## src/obv_adl_accumulator_macros.svh

```systemverilog
// Assertion macros used by the accumulator RTL.
`ifndef OBV_ADL_ACCUMULATOR_MACROS_SVH
`define OBV_ADL_ACCUMULATOR_MACROS_SVH

// Check that a condition holds in the same cycle as its trigger.
`define OBVADL_ASSERT_SAME(label, clk, rst, ante, cons, msg) \
   label: assert property (@(posedge clk) disable iff (rst) (ante) |-> (cons)) \
      else $error(msg);

// Check that a condition holds in the cycle after its trigger.
`define OBVADL_ASSERT_NEXT(label, clk, rst, ante, cons, msg) \
   label: assert property (@(posedge clk) disable iff (rst) (ante) |=> (cons)) \
      else $error(msg);

`endif

```

## src/obvadl_pkg.sv

```systemverilog
// Types and constants of the OBV / accumulation-distribution accumulator.
`default_nettype none

package obvadl_pkg;

   // Field widths
   localparam int IN_W      = 32;
   localparam int OBV_W     = 48;
   localparam int ADL_W     = 53;
   localparam int OBV_CHG_W = 49;
   localparam int ADL_CHG_W = 54;

   // Stream packing
   localparam int REQ_DATA_W  = 4 * IN_W;
   localparam int OBV_LSB     = 0;
   localparam int ADL_LSB     = OBV_LSB + OBV_W;
   localparam int OBV_CHG_LSB = ADL_LSB + ADL_W;
   localparam int ADL_CHG_LSB = OBV_CHG_LSB + OBV_CHG_W;
   localparam int RSP_USED_W  = ADL_CHG_LSB + ADL_CHG_W;
   localparam int RSP_DATA_W  = ((RSP_USED_W + 7) / 8) * 8;
   localparam int RSP_PAD_W   = RSP_DATA_W - RSP_USED_W;
   localparam int RSP_USER_W  = 1;

   // Datapath widths: numerator 2*close-low-high, divisor high-low
   localparam int NUM_W     = IN_W + 3;
   localparam int DIF_W     = IN_W + 1;
   localparam int MAG_W     = IN_W + 1;
   localparam int DEN_W     = IN_W;
   localparam int PROD_W    = MAG_W + IN_W;
   localparam int FRAC_W    = 16;
   localparam int QUO_W     = 54;
   localparam int CHK_LSB   = QUO_W - FRAC_W;
   localparam int OBV_SUM_W = OBV_W + 2;
   localparam int TERM_W    = QUO_W + 1;
   localparam int ADL_SUM_W = TERM_W + 1;

   // Sequencer step counts
   localparam int MUL_STEPS = IN_W;
   localparam int DIV_STEPS = QUO_W;
   localparam int CNT_W     = 6;

   localparam int HISTORY_DEPTH_DEF = 11;

   // Saturation limits
   localparam logic [OBV_W-1:0] OBV_MAX = {1'b0, {(OBV_W-1){1'b1}}};
   localparam logic [OBV_W-1:0] OBV_MIN = {1'b1, {(OBV_W-1){1'b0}}};
   localparam logic [ADL_W-1:0] ADL_MAX = {1'b0, {(ADL_W-1){1'b1}}};
   localparam logic [ADL_W-1:0] ADL_MIN = {1'b1, {(ADL_W-1){1'b0}}};

   typedef enum logic [2:0] {
      ST_IDLE,
      ST_PREP,
      ST_MUL,
      ST_CHECK,
      ST_DIV,
      ST_ADD,
      ST_FIN
   } state_type;

endpackage

`default_nettype wire

```

## src/obv_adl_accumulator.sv

```systemverilog
// On-balance volume and accumulation/distribution line over a stream of price bars.
//
// Usage:
//   req_* carries one price bar per transaction (high, low, close, volume);
//   rsp_* returns exactly one result per bar: both running totals, their
//   change over the last HISTORY_DEPTH-1 bars, and a flag in rsp_tuser
//   that is set once HISTORY_DEPTH bars have been seen.
// Timing:
//   A bar is accepted only in the idle state, so a new bar is taken only
//   once the last one has moved its result into the output register. A
//   bar passes through the shift-add multiplier (32 steps, one volume bit
//   per cycle) and the restoring divider (54 steps, one quotient bit per
//   cycle). A bar with high equal to low, or whose term saturates, skips
//   the divider.
// Reset:
//   Synchronous, active high; clears totals, history count and the
//   previous close. No clearing pass is needed.
// Backpressure:
//   The result sits in an output register, so the next bar is accepted
//   and computed while it waits; a finished bar then holds until
//   rsp_tready frees the output register.
`default_nettype none

`include "obv_adl_accumulator_macros.svh"

module obv_adl_accumulator #(
   parameter int HISTORY_DEPTH = obvadl_pkg::HISTORY_DEPTH_DEF
) (
   input  wire logic                                clock,
   input  wire logic                                reset,
   // bar transactions
   input  wire logic                                req_tvalid,
   output logic                                     req_tready,
   // [31:0] bar_high, [63:32] bar_low, [95:64] bar_close, [127:96] bar_volume
   input  wire logic [obvadl_pkg::REQ_DATA_W-1:0]   req_tdata,
   // result transactions
   output logic                                     rsp_tvalid,
   input  wire logic                                rsp_tready,
   // [47:0] obv_total, [100:48] adl_total, [149:101] obv_change,
   // [203:150] adl_change, [207:204] zero fill
   output logic [obvadl_pkg::RSP_DATA_W-1:0]        rsp_tdata,
   // [0] change_valid
   output logic [obvadl_pkg::RSP_USER_W-1:0]        rsp_tuser
);

   localparam int FILL_W = $clog2(HISTORY_DEPTH + 1);
   localparam int TAPS   = HISTORY_DEPTH - 1;

   // Bar fields
   logic [obvadl_pkg::IN_W-1:0] bar_high;
   logic [obvadl_pkg::IN_W-1:0] bar_low;
   logic [obvadl_pkg::IN_W-1:0] bar_close;
   logic [obvadl_pkg::IN_W-1:0] bar_volume;

   // Control state
   obvadl_pkg::state_type state_ff, state_in;
   logic [obvadl_pkg::CNT_W-1:0] cnt_ff, cnt_in;
   logic                         have_ff, have_in;
   logic [obvadl_pkg::IN_W-1:0]  last_close_ff, last_close_in;
   logic [obvadl_pkg::OBV_W-1:0] obv_acc_ff, obv_acc_in;
   logic [obvadl_pkg::ADL_W-1:0] adl_acc_ff, adl_acc_in;
   logic [FILL_W-1:0]            fill_ff, fill_in;
   logic                         rsp_tvalid_ff, rsp_tvalid_in;

   // Working registers
   logic [obvadl_pkg::NUM_W-1:0]  num_ff, num_in;
   logic [obvadl_pkg::DIF_W-1:0]  dif_ff, dif_in;
   logic [obvadl_pkg::IN_W-1:0]   vol_ff, vol_in;
   logic                          up_ff, up_in;
   logic                          dn_ff, dn_in;
   logic [obvadl_pkg::MAG_W-1:0]  a_ff, a_in;
   logic [obvadl_pkg::DEN_W-1:0]  den_ff, den_in;
   logic                          neg_ff, neg_in;
   logic                          zero_ff, zero_in;
   logic [obvadl_pkg::PROD_W-1:0] prod_ff, prod_in;
   logic [obvadl_pkg::DEN_W-1:0]  rem_ff, rem_in;
   logic [obvadl_pkg::QUO_W-1:0]  dvd_ff, dvd_in;
   logic [obvadl_pkg::RSP_DATA_W-1:0] rsp_data_ff, rsp_data_in;
   logic [obvadl_pkg::RSP_USER_W-1:0] rsp_user_ff, rsp_user_in;

   // History lines: tap k holds the total of k+1 bars earlier
   logic [obvadl_pkg::OBV_W-1:0] hobv_ff [TAPS];
   logic [obvadl_pkg::ADL_W-1:0] hadl_ff [TAPS];

   // Sequencer outputs
   logic slot_free;
   logic load_rsp;
   logic accept;
   logic ovf;

   // Arithmetic nets
   logic [obvadl_pkg::NUM_W-1:0]     num_neg;
   logic [obvadl_pkg::DIF_W-1:0]     dif_neg;
   logic [obvadl_pkg::MAG_W-1:0]     addend;
   logic [obvadl_pkg::MAG_W:0]       psum;
   logic [obvadl_pkg::DEN_W:0]       trial;
   logic [obvadl_pkg::DEN_W:0]       trial_sub;
   logic                             trial_ge;
   logic [obvadl_pkg::OBV_SUM_W-1:0] obv_add;
   logic [obvadl_pkg::OBV_SUM_W-1:0] obv_sum;
   logic [obvadl_pkg::TERM_W-1:0]    mag_ext;
   logic [obvadl_pkg::TERM_W-1:0]    term;
   logic [obvadl_pkg::ADL_SUM_W-1:0] adl_sum;
   logic                             chg_valid;
   logic [obvadl_pkg::OBV_CHG_W-1:0] obv_chg;
   logic [obvadl_pkg::ADL_CHG_W-1:0] adl_chg;

   // Unpack the bar
   assign bar_high   = req_tdata[obvadl_pkg::IN_W-1:0];
   assign bar_low    = req_tdata[2*obvadl_pkg::IN_W-1:obvadl_pkg::IN_W];
   assign bar_close  = req_tdata[3*obvadl_pkg::IN_W-1:2*obvadl_pkg::IN_W];
   assign bar_volume = req_tdata[4*obvadl_pkg::IN_W-1:3*obvadl_pkg::IN_W];

   assign slot_free = !rsp_tvalid_ff || rsp_tready;
   assign accept    = req_tvalid && req_tready;

   // Term exceeds the quotient range: saturate instead of dividing
   assign ovf = obvadl_pkg::DEN_W'(prod_ff[obvadl_pkg::PROD_W-1:obvadl_pkg::CHK_LSB]) >= den_ff;

   // Next state
   always_comb begin
      state_in = state_ff;
      unique case (state_ff)
         obvadl_pkg::ST_IDLE: begin
            if (req_tvalid) state_in = obvadl_pkg::ST_PREP;
         end
         obvadl_pkg::ST_PREP: begin
            state_in = obvadl_pkg::ST_MUL;
         end
         obvadl_pkg::ST_MUL: begin
            if (cnt_ff == obvadl_pkg::CNT_W'(obvadl_pkg::MUL_STEPS - 1))
               state_in = obvadl_pkg::ST_CHECK;
         end
         obvadl_pkg::ST_CHECK: begin
            if (zero_ff || ovf) state_in = obvadl_pkg::ST_ADD;
            else                state_in = obvadl_pkg::ST_DIV;
         end
         obvadl_pkg::ST_DIV: begin
            if (cnt_ff == obvadl_pkg::CNT_W'(obvadl_pkg::DIV_STEPS - 1))
               state_in = obvadl_pkg::ST_ADD;
         end
         obvadl_pkg::ST_ADD: begin
            state_in = obvadl_pkg::ST_FIN;
         end
         obvadl_pkg::ST_FIN: begin
            if (slot_free) state_in = obvadl_pkg::ST_IDLE;
         end
         default: begin
            state_in = obvadl_pkg::ST_IDLE;
         end
      endcase
   end

   // Sequencer outputs
   always_comb begin
      req_tready = 1'b0;
      load_rsp   = 1'b0;
      unique case (state_ff)
         obvadl_pkg::ST_IDLE: begin
            req_tready = 1'b1;
         end
         obvadl_pkg::ST_FIN: begin
            load_rsp = slot_free;
         end
         default: begin
            req_tready = 1'b0;
         end
      endcase
   end

   // Datapath
   always_comb begin
      num_in        = num_ff;
      dif_in        = dif_ff;
      vol_in        = vol_ff;
      up_in         = up_ff;
      dn_in         = dn_ff;
      a_in          = a_ff;
      den_in        = den_ff;
      neg_in        = neg_ff;
      zero_in       = zero_ff;
      prod_in       = prod_ff;
      rem_in        = rem_ff;
      dvd_in        = dvd_ff;
      cnt_in        = cnt_ff;
      have_in       = have_ff;
      last_close_in = last_close_ff;
      obv_acc_in    = obv_acc_ff;
      adl_acc_in    = adl_acc_ff;
      fill_in       = fill_ff;
      rsp_data_in   = rsp_data_ff;
      rsp_user_in   = rsp_user_ff;

      // Absolute values for the divider operands
      num_neg = -num_ff;
      dif_neg = -dif_ff;

      // One shift-add step: add the operand when the low volume bit is set
      addend = prod_ff[0] ? a_ff : '0;
      psum   = {1'b0, prod_ff[obvadl_pkg::PROD_W-1:obvadl_pkg::IN_W]} + {1'b0, addend};

      // One restoring division step
      trial     = {rem_ff, dvd_ff[obvadl_pkg::QUO_W-1]};
      trial_sub = trial - {1'b0, den_ff};
      trial_ge  = trial >= {1'b0, den_ff};

      // Saturating OBV update
      obv_add = {{(obvadl_pkg::OBV_SUM_W - obvadl_pkg::IN_W){1'b0}}, vol_ff};
      obv_sum = {{2{obv_acc_ff[obvadl_pkg::OBV_W-1]}}, obv_acc_ff}
              + (up_ff ? obv_add : (dn_ff ? -obv_add : '0));

      // Saturating ADL update with the signed Q16 term
      mag_ext = {1'b0, dvd_ff};
      term    = neg_ff ? -mag_ext : mag_ext;
      adl_sum = {{(obvadl_pkg::ADL_SUM_W - obvadl_pkg::ADL_W){adl_acc_ff[obvadl_pkg::ADL_W-1]}},
                 adl_acc_ff}
              + {term[obvadl_pkg::TERM_W-1], term};

      // Change over the history window
      chg_valid = fill_ff >= FILL_W'(HISTORY_DEPTH - 1);
      obv_chg   = {obv_acc_ff[obvadl_pkg::OBV_W-1], obv_acc_ff}
                - {hobv_ff[TAPS-1][obvadl_pkg::OBV_W-1], hobv_ff[TAPS-1]};
      adl_chg   = {adl_acc_ff[obvadl_pkg::ADL_W-1], adl_acc_ff}
                - {hadl_ff[TAPS-1][obvadl_pkg::ADL_W-1], hadl_ff[TAPS-1]};

      case (state_ff)
         obvadl_pkg::ST_IDLE: begin
            // Capture the bar and the close direction
            if (accept) begin
               num_in        = {2'b00, bar_close, 1'b0} - {3'b000, bar_low} - {3'b000, bar_high};
               dif_in        = {1'b0, bar_high} - {1'b0, bar_low};
               vol_in        = bar_volume;
               up_in         = have_ff && (bar_close > last_close_ff);
               dn_in         = have_ff && (bar_close < last_close_ff);
               last_close_in = bar_close;
               have_in       = 1'b1;
            end
         end
         obvadl_pkg::ST_PREP: begin
            // Split signs from magnitudes, load the multiplier
            a_in    = num_ff[obvadl_pkg::NUM_W-1] ? num_neg[obvadl_pkg::MAG_W-1:0]
                                                  : num_ff[obvadl_pkg::MAG_W-1:0];
            den_in  = dif_ff[obvadl_pkg::DIF_W-1] ? dif_neg[obvadl_pkg::DEN_W-1:0]
                                                  : dif_ff[obvadl_pkg::DEN_W-1:0];
            neg_in  = num_ff[obvadl_pkg::NUM_W-1] ^ dif_ff[obvadl_pkg::DIF_W-1];
            zero_in = (dif_ff == '0);
            prod_in = {{obvadl_pkg::MAG_W{1'b0}}, vol_ff};
            cnt_in  = '0;
         end
         obvadl_pkg::ST_MUL: begin
            // Advance the product one volume bit
            prod_in = {psum, prod_ff[obvadl_pkg::IN_W-1:1]};
            if (cnt_ff == obvadl_pkg::CNT_W'(obvadl_pkg::MUL_STEPS - 1)) cnt_in = '0;
            else                                                         cnt_in = cnt_ff + 1'b1;
         end
         obvadl_pkg::ST_CHECK: begin
            // Seed the divider with the top of product * 2^16
            rem_in = obvadl_pkg::DEN_W'(prod_ff[obvadl_pkg::PROD_W-1:obvadl_pkg::CHK_LSB]);
            if (zero_ff)  dvd_in = '0;
            else if (ovf) dvd_in = '1;
            else          dvd_in = {prod_ff[obvadl_pkg::CHK_LSB-1:0], {obvadl_pkg::FRAC_W{1'b0}}};
            cnt_in = '0;
         end
         obvadl_pkg::ST_DIV: begin
            // Shift in one quotient bit
            rem_in = trial_ge ? trial_sub[obvadl_pkg::DEN_W-1:0] : trial[obvadl_pkg::DEN_W-1:0];
            dvd_in = {dvd_ff[obvadl_pkg::QUO_W-2:0], trial_ge};
            if (cnt_ff == obvadl_pkg::CNT_W'(obvadl_pkg::DIV_STEPS - 1)) cnt_in = '0;
            else                                                         cnt_in = cnt_ff + 1'b1;
         end
         obvadl_pkg::ST_ADD: begin
            // Add both terms and clamp to the field ranges
            if ((&obv_sum[obvadl_pkg::OBV_SUM_W-1:obvadl_pkg::OBV_W-1])
                || !(|obv_sum[obvadl_pkg::OBV_SUM_W-1:obvadl_pkg::OBV_W-1]))
               obv_acc_in = obv_sum[obvadl_pkg::OBV_W-1:0];
            else if (obv_sum[obvadl_pkg::OBV_SUM_W-1])
               obv_acc_in = obvadl_pkg::OBV_MIN;
            else
               obv_acc_in = obvadl_pkg::OBV_MAX;
            if ((&adl_sum[obvadl_pkg::ADL_SUM_W-1:obvadl_pkg::ADL_W-1])
                || !(|adl_sum[obvadl_pkg::ADL_SUM_W-1:obvadl_pkg::ADL_W-1]))
               adl_acc_in = adl_sum[obvadl_pkg::ADL_W-1:0];
            else if (adl_sum[obvadl_pkg::ADL_SUM_W-1])
               adl_acc_in = obvadl_pkg::ADL_MIN;
            else
               adl_acc_in = obvadl_pkg::ADL_MAX;
         end
         obvadl_pkg::ST_FIN: begin
            // Load the result and count the bar into the history
            if (load_rsp) begin
               rsp_data_in = {{obvadl_pkg::RSP_PAD_W{1'b0}},
                              chg_valid ? adl_chg : {obvadl_pkg::ADL_CHG_W{1'b0}},
                              chg_valid ? obv_chg : {obvadl_pkg::OBV_CHG_W{1'b0}},
                              adl_acc_ff,
                              obv_acc_ff};
               rsp_user_in = chg_valid;
               if (fill_ff != FILL_W'(HISTORY_DEPTH)) fill_in = fill_ff + 1'b1;
            end
         end
         default: begin
            cnt_in = cnt_ff;
         end
      endcase

      // Output register: hold until taken
      if (load_rsp)        rsp_tvalid_in = 1'b1;
      else if (rsp_tready) rsp_tvalid_in = 1'b0;
      else                 rsp_tvalid_in = rsp_tvalid_ff;
   end

   // Control registers
   always_ff @(posedge clock) begin
      if (reset) begin
         state_ff      <= obvadl_pkg::ST_IDLE;
         cnt_ff        <= '0;
         have_ff       <= 1'b0;
         last_close_ff <= '0;
         obv_acc_ff    <= '0;
         adl_acc_ff    <= '0;
         fill_ff       <= '0;
         rsp_tvalid_ff <= 1'b0;
      end else begin
         state_ff      <= state_in;
         cnt_ff        <= cnt_in;
         have_ff       <= have_in;
         last_close_ff <= last_close_in;
         obv_acc_ff    <= obv_acc_in;
         adl_acc_ff    <= adl_acc_in;
         fill_ff       <= fill_in;
         rsp_tvalid_ff <= rsp_tvalid_in;
      end
   end

   // Payload registers
   always_ff @(posedge clock) begin
      num_ff      <= num_in;
      dif_ff      <= dif_in;
      vol_ff      <= vol_in;
      up_ff       <= up_in;
      dn_ff       <= dn_in;
      a_ff        <= a_in;
      den_ff      <= den_in;
      neg_ff      <= neg_in;
      zero_ff     <= zero_in;
      prod_ff     <= prod_in;
      rem_ff      <= rem_in;
      dvd_ff      <= dvd_in;
      rsp_data_ff <= rsp_data_in;
      rsp_user_ff <= rsp_user_in;
   end

   // Shift the history lines once per finished bar
   always_ff @(posedge clock) begin
      if (load_rsp) begin
         hobv_ff[0] <= obv_acc_ff;
         hadl_ff[0] <= adl_acc_ff;
         for (int i = 1; i < TAPS; i++) begin
            hobv_ff[i] <= hobv_ff[i-1];
            hadl_ff[i] <= hadl_ff[i-1];
         end
      end
   end

   assign rsp_tvalid = rsp_tvalid_ff;
   assign rsp_tdata  = rsp_data_ff;
   assign rsp_tuser  = rsp_user_ff;

   // Checks
   `OBVADL_ASSERT_SAME(a_div_rem, clock, reset,
      state_ff == obvadl_pkg::ST_DIV, rem_ff < den_ff,
      "divider remainder not below divisor")
   `OBVADL_ASSERT_NEXT(a_accept_seq, clock, reset,
      req_tvalid && req_tready, state_ff == obvadl_pkg::ST_PREP,
      "accepted bar did not start the sequence")
   `OBVADL_ASSERT_SAME(a_chg_zero, clock, reset,
      rsp_tvalid_ff && !rsp_user_ff[0],
      rsp_data_ff[obvadl_pkg::RSP_USED_W-1:obvadl_pkg::OBV_CHG_LSB] == '0,
      "change fields set before history is full")
   `OBVADL_ASSERT_SAME(a_chg_fill, clock, reset,
      rsp_tvalid_ff && rsp_user_ff[0], fill_ff == FILL_W'(HISTORY_DEPTH),
      "change flagged valid without full history")

endmodule

`default_nettype wire

```

## config.mk

```make
export PLATFORM = sky130hd
export DESIGN_NAME = obv_adl_accumulator
export DESIGN_NICKNAME = d
export VERILOG_FILES = /design/src/obvadl_pkg.sv /design/src/obv_adl_accumulator.sv
export VERILOG_INCLUDE_DIRS = /design/src /design/src/src
export SDC_FILE = /design/constraint.sdc
export NUM_CORES = 2
export LEC_CHECK = 0
export BUFFER_PORTS_ARGS = -buffer_cell sky130_fd_sc_hd__buf_4
export CAP_MARGIN = 40
export CORE_MARGIN = 4
export CORE_UTILIZATION = 37
export DETAILED_ROUTE_END_ITERATION = 10
export GPL_ROUTABILITY_DRIVEN = 0
export GPL_TIMING_DRIVEN = 1
export SYNTH_ARGS = -nofsm -noshare
export SYNTH_HDL_FRONTEND = slang
export SYNTH_SLANG_ARGS = --single-unit
export TNS_END_PERCENT = 10
```

## constraint.sdc

```tcl
create_clock -name clock -period 82.5 [get_ports clock]
set_input_delay 4.125 -clock clock [delete_from_list [all_inputs] [get_ports clock]]
set_output_delay 4.125 -clock clock [all_outputs]
set_load 0.05 [all_outputs]
```

# [Yosys cells after proc, flatten, opt, wreduce, memory -nomap -nowiden]
# Memories as Yosys holds them, arrays and structs flattened.
# Cells that the tools add are included.
# Widths: inputs -> output; s select.
[word_totals] mem_count=2 wordCells=115 mem_bits_rw=1010 regBits=673
[mem_list] memory="hadl_ff" depth=10 word_bits=53 rd=10 rd_clocked_by_memory_dff=0 write_ports=10 line="obv_adl_accumulator.sv:83" rtl="logic [obvadl_pkg::ADL_W-1:0] hadl_ff [TAPS];"
[mem_list] memory="hobv_ff" depth=10 word_bits=48 rd=10 rd_clocked_by_memory_dff=0 write_ports=10 line="obv_adl_accumulator.sv:82" rtl="logic [obvadl_pkg::OBV_W-1:0] hobv_ff [TAPS];"
[op_classes] n_lt_le_gt_ge=5 n_addsub=15 reduce_logical=25 muxes=31 bitwise_logic=1 n_eq_ne=13
[op_table] cell="$pmux 65 s2" n=1
[op_table] cell="$mux 54" n=2
[op_table] cell="$pmux 54 s2" n=1
[op_table] cell="$mux 53" n=2
[op_table] cell="$mux 50" n=2
[op_table] cell="$mux 48" n=2
[op_table] cell="$mux 33" n=2
[op_table] cell="$mux 32" n=2
[op_table] cell="$pmux 32 s2" n=1
[op_table] cell="$add 53x55->56" n=1
[op_table] cell="$mux 55" n=1
[op_table] cell="$neg 54->55" n=1
[op_table] cell="$sub 53x53->54" n=1
[op_table] cell="$add 50x50->50" n=1
[op_table] cell="$neg 32->50" n=1
[op_table] cell="$sub 48x48->49" n=1
[op_table] cell="$sub 34x33->35" n=1
[op_table] cell="$add 33x33->34" n=1
[op_table] cell="$sub 33x32->34" n=1
[op_table] cell="$ge 33x32->1" n=1
[op_table] cell="$logic_not 33->1" n=1
[op_table] cell="$neg 33->33" n=1
[op_table] cell="$sub 32x32->33" n=1
[op_table] cell="$ge 27x32->1" n=1
[op_table] cell="32 further kinds" n=60

# [Depth between registers and ports, before layout]
[depth] ltp_word=8 depth_mapped=26 ltp_nobuf=24

# [Worst setup path before layout]
# Ideal clock, no wire load.
[synth_timing] path_kind="input to register" start="in rsp_tready" end="reg fill_ff[0]" arrival_time_ns=59.014 stages=5 path_buffers=0 path_slack_ns=23.320 cell_sequence="nand2b_1 > nor2b_1 > nand2_1 > xnor2_1 > nor2_1"
[synth_via] elab_chain_len=3
[synth_rtl] element="from (decl)" line="obv_adl_accumulator.sv:38" rtl="input wire logic rsp_tready,"
[synth_rtl] element="$logic_or 1x1->1" line="obv_adl_accumulator.sv:114" rtl="assign slot_free = !rsp_tvalid_ff || rsp_tready;"
[synth_rtl] element="$mux 1" line="obv_adl_accumulator.sv:158" rtl="unique case (state_ff)"
[synth_rtl] element="via load_rsp" line="obv_adl_accumulator.sv:87" rtl="logic load_rsp;"
[synth_rtl] element="$reduce_and 3->1 (no line)"
[synth_rtl] element="to (signal assigned)" line="obv_adl_accumulator.sv:329" rtl="fill_ff <= fill_in;"
[synth_rtl] element="to (decl)" line="obv_adl_accumulator.sv:62" rtl="logic [FILL_W-1:0] fill_ff, fill_in;"
# The timed path passes the listed nets, and every way through them passes these cells.
# A chain may end at the register's enable or synchronous reset.

# [Worst setup path in the final report]
[layout_timing] start="in req_tdata[33] (netlist bit)" end="reg num_ff[31] (netlist bit) (data pin)"
[layout_via] elab_chain_len=2
[layout_rtl] element="from (decl)" line="obv_adl_accumulator.sv:35" rtl="input wire logic [obvadl_pkg::REQ_DATA_W-1:0] req_tdata,"
[layout_rtl] element="$sub 33x32->34" line="obv_adl_accumulator.sv:230" rtl="num_in = {2'b00, bar_close, 1'b0} - {3'b000, bar_low} - {3'b000, bar_high};"
[layout_rtl] element="$sub 34x33->35" line="obv_adl_accumulator.sv:230"
[layout_rtl] element="to (signal assigned)" line="obv_adl_accumulator.sv:336" rtl="num_ff <= num_in;"
[layout_rtl] element="to (decl)" line="obv_adl_accumulator.sv:66" rtl="logic [obvadl_pkg::NUM_W-1:0] num_ff, num_in;"
# Every way passes these cells.

==> flow_metrics.env <==
export IMPL_status="completed"
export IMPL_synth_mux_area_frac=0.00578
export IMPL_cts_resized=0
export IMPL_placed_cells_incl_taps=9184
export IMPL_hold_violations=0
export IMPL_grt_overflow_total=0
export IMPL_cts_clk_slew_worst_paths_ns=0.06
export IMPL_wl_per_cell_um=18.8
export IMPL_wl_met3_mm=8.72
export IMPL_post_route_drc_count=0
export IMPL_synth_avg_cell_area_um2=12.0
export IMPL_synth_async_reset_ratio=0
export IMPL_drtIter0Drc=3690
export IMPL_slowest_stage="o311ai_0"
export IMPL_reg2regPathDepth=23
export IMPL_grt_pass1_vias=48000
export IMPL_arrival_ns=9.48
export IMPL_synth_compound_area_share=0.136
export IMPL_final_max_slew_viol_count=0
export IMPL_core_rowCount=166
export IMPL_end_kind="flop"
export IMPL_startpoint_type="input pin"
export IMPL_top_layer_used="met4"
export IMPL_hp_class="flop to flop"
export IMPL_holdCritStartpoint="hobv_ff[7][3]"
export IMPL_grt_usage=0.164
export IMPL_synth_area_um2=76000
export IMPL_cts_tree="built"
export IMPL_max_stage_delay_ns=0.80
export IMPL_finalNetCount=7243
export IMPL_min_path_cells=0
export IMPL_initial_core_util=0.372
export IMPL_design_portCount=343
export IMPL_period_minus_slack_ns=8.90
export IMPL_crit_type="input pin to flop"
export IMPL_ys_warn_count=0
export IMPL_cts_setup_buffers=0
export IMPL_die_w_um=461
export IMPL_r2r_setup_slack_ns=74.09
export IMPL_synth_xor_xnor_area_share=0.0486
export IMPL_dieHeight_um=461
export IMPL_finalWirelength_mm=179
export IMPL_max_cap_viol_count=0
export IMPL_port_buffer_count=338
export IMPL_syn_instance_count=6314
export IMPL_crit_fanout=5
export IMPL_final_core_util=0.427
export IMPL_dp_hpwl_mm=131
export IMPL_synth_cell_types=97
export IMPL_ys_seq_elements=1579
export IMPL_synth_top_family_by_area="compound AO/OA/AOI/OAI gates"
export IMPL_num_fill_cells=18800
export IMPL_clock_path_buffers=3
export IMPL_finalNonFillerCells=9496
export IMPL_dr_pass1_iters=5
export IMPL_rsz0062_at_grt="no"
export IMPL_ir_drop_v=0.0000222
export IMPL_ant_nets=0
export IMPL_synth_edf_count=1431
export IMPL_cts_buffers=167
export IMPL_area_growth_pct=15.0
export IMPL_whs_endpoint="hobv_ff[8][3]"
export IMPL_met2_wirelength_mm=80.6
export IMPL_fin_skew_ns=0.0517
export IMPL_path_cells="buf_4, inv_1, fa_1, a21o_1, a21oi_1, o21ai_0, a31oi_1, o221a_2, nor2_1, a21o_1, a211oi_1, nor2_1, ha_1, nand2_1, o21bai_1, a21boi_0, o21a_1, nor2_1, a211oi_1, o221ai_1, o311ai_0, o221ai_1, xnor2_1"
export IMPL_fin_crit_sh=0.108
export IMPL_max_freq_mhz=112
export IMPL_drive_above_1_share=0.107
export IMPL_grt_pass1_wl_mm=275
export IMPL_yosysSeqAreaShare=0.604
export IMPL_synthAdderAreaFrac=0.0743
export IMPL_synth_flop_cell="edfxtp_1"
export IMPL_coreArea_um2=205000
export IMPL_htreeDepth=4
export IMPL_grt_max_degree=201
export IMPL_power_leakage_nw=32.7
export IMPL_clock_sinks=1579
export IMPL_vias_per_cell=5.20
export IMPL_relSlewSlack=0.299
export IMPL_cts_root_buf="clkbuf_16"
export IMPL_timing_rr_start="vol_ff[4]"
export IMPL_via_count=49400
export IMPL_worstMarginPinSlew_ns=1.05
export IMPL_finalSetupViolCount=0
export IMPL_cpMostUsedCell="nor2_1"
export IMPL_clk_latency_ns=0.83
export IMPL_ctsHoldBuffers=0
export IMPL_setup_tns_ns=0
export IMPL_antenna_found_initial=10
export IMPL_powerDensity_nw_per_um2=21.7
export IMPL_wl_met1_mm=82.4
export IMPL_critPathRequiredTime_ns=83.08
export IMPL_rr_endpoint="obv_acc_ff[19]"
export IMPL_synth_simple_area_share=0.102
export IMPL_die_area_um2=213000
## cells by family after synthesis
logic type / count (synthesis)
adders and majority gates: 446
DFF: 1579
other: 1
AOI/OAI and AO/OA: 1615
xor gates and xnor gates: 420
muxes: 42
and+or+nand+nor: 1645
buffers and inverters: 566
## registers in the layout, indices dropped and copies added, names as in the netlist, 31 cells and up
register       cells
hadl_ff          478
hobv_ff          432
rsp_tdata        203
prod_ff           65
dvd_ff            54
adl_acc_ff        53
obv_acc_ff        48
num_ff            34
a_ff              33
dif_ff            32
last_close_ff     32
rem_ff            32
vol_ff            32
den_ff            31
## worst max-delay path, delay by kind of cell
kind | cells | cell delay (ns)
XOR/XNOR | 1 | 0.18
adder cells (fa/ha/maj) | 2 | 0.87
AO/OA/AOI/OAI | 14 | 3.86
AND/OR/NAND/NOR | 4 | 0.29
buffers and inverters | 2 | 0.17
## power by group
part | total (mW) | switching [mW] | internal (mW)
logic | 0.226 | 0.134 | 0.0919
clock network | 0.756 | 0.323 | 0.433
registers | 0.917 | 0.0194 | 0.898
## layout by cell type, fill, tap and decap left out, drive strengths merged, types with 43 or more instances in the layout
cell       n
edfxtp  1431
nand2    532
nor2     477
a21oi    440
ha       437
buf      393
o21ai    388
inv      362
xnor2    302
a21o     229
clkbuf   205
dfxtp    148
a211oi   122
xor2     117
nor3      95
nand4     85
nand3     80
o31ai     74
nand2b    70
o21a      69
clkinv    65
and2      59
nor2b     53
o21bai    49
a31oi     43
## how the worst max path moves through the flow
stage | slack (ns) | cells after the start | startpoint | end
CTS | 73.77 | 23 | req_tdata[33] | num_ff[31]
detailed placement | 72.84 | 23 | req_tdata[33] | num_ff[31]
global route | 73.34 | 24 | req_tdata[33] | num_ff[29]
finish | 73.60 | 23 | req_tdata[33] | num_ff[31]
global placement | 72.88 | 23 | req_tdata[33] | num_ff[31]
floorplan | 23.32 | 5 | rsp_tready | fill_ff[0]
## synthesized netlist by cell type, types with 14 or more instances
library cell,instances,share of area
clkbuf_1,183,0.0090
o211ai_1,27,0.0027
a21oi_1,438,0.029
xnor2_1,302,0.035
o21ai_0,374,0.025
nor4_1,37,0.0030
edfxtp_1,1431,0.57
o21bai_1,49,0.0048
nand2b_1,70,0.0058
a21o_1,229,0.023
o41ai_1,17,0.0020
nand3_1,80,0.0053
or3_1,36,0.0030
a211oi_2,19,0.0031
ha_1,437,0.072
mux2i_1,36,0.0047
nand4_1,84,0.0069
and2_1,58,0.0048
o31ai_1,74,0.0073
o21a_1,69,0.0068
or4_1,24,0.0024
xor2_1,117,0.013
nand3b_1,14,0.0014
nor3b_1,20,0.0020
a21boi_0,18,0.0018
nor2_1,477,0.024
nor2b_1,53,0.0044
dfxtp_1,148,0.039
a211oi_1,103,0.010
or2_2,18,0.0015
and3_1,25,0.0021
o21ai_1,14,0.00092
a31oi_1,43,0.0035
nor3_1,94,0.0062
nand2_1,532,0.026
inv_1,349,0.017
a41oi_1,14,0.0016
## layout make-up
class                      instances  area [um^2]  share of cell area
clock buffer                     205         4410              0.0504
sequential                      1579        45900               0.525
tap                             2688         3360              0.0385
timing repair buffer             394         3270              0.0374
inverter                         351         1320              0.0151
clock inverter                   103         1150              0.0132
antenna                            4         10.0            0.000114
multi-input combinational       4172        28000               0.320
## routing by layer
layer  track usage  vias to the layer above
met3        0.0267                      308
met1         0.226                    23700
met5             0                        -
met4        0.0662                        0
li1              -                    24100
met2         0.260                     1259
## stage by stage
step                worst slack [ns]  power (mW)  hold slack, ns  cell area, um^2
floorplan                      23.32        1.10           0.400            76000
global placement               72.88        1.15           0.400            81400
detailed placement             72.84        1.16           0.405            81900
CTS                            73.77        1.93           0.399            87400
global route                   73.34        1.99           0.404            87400
finish                         73.60        1.90           0.392            87400
No activity file was read; power rests on OpenSTA's default activity.
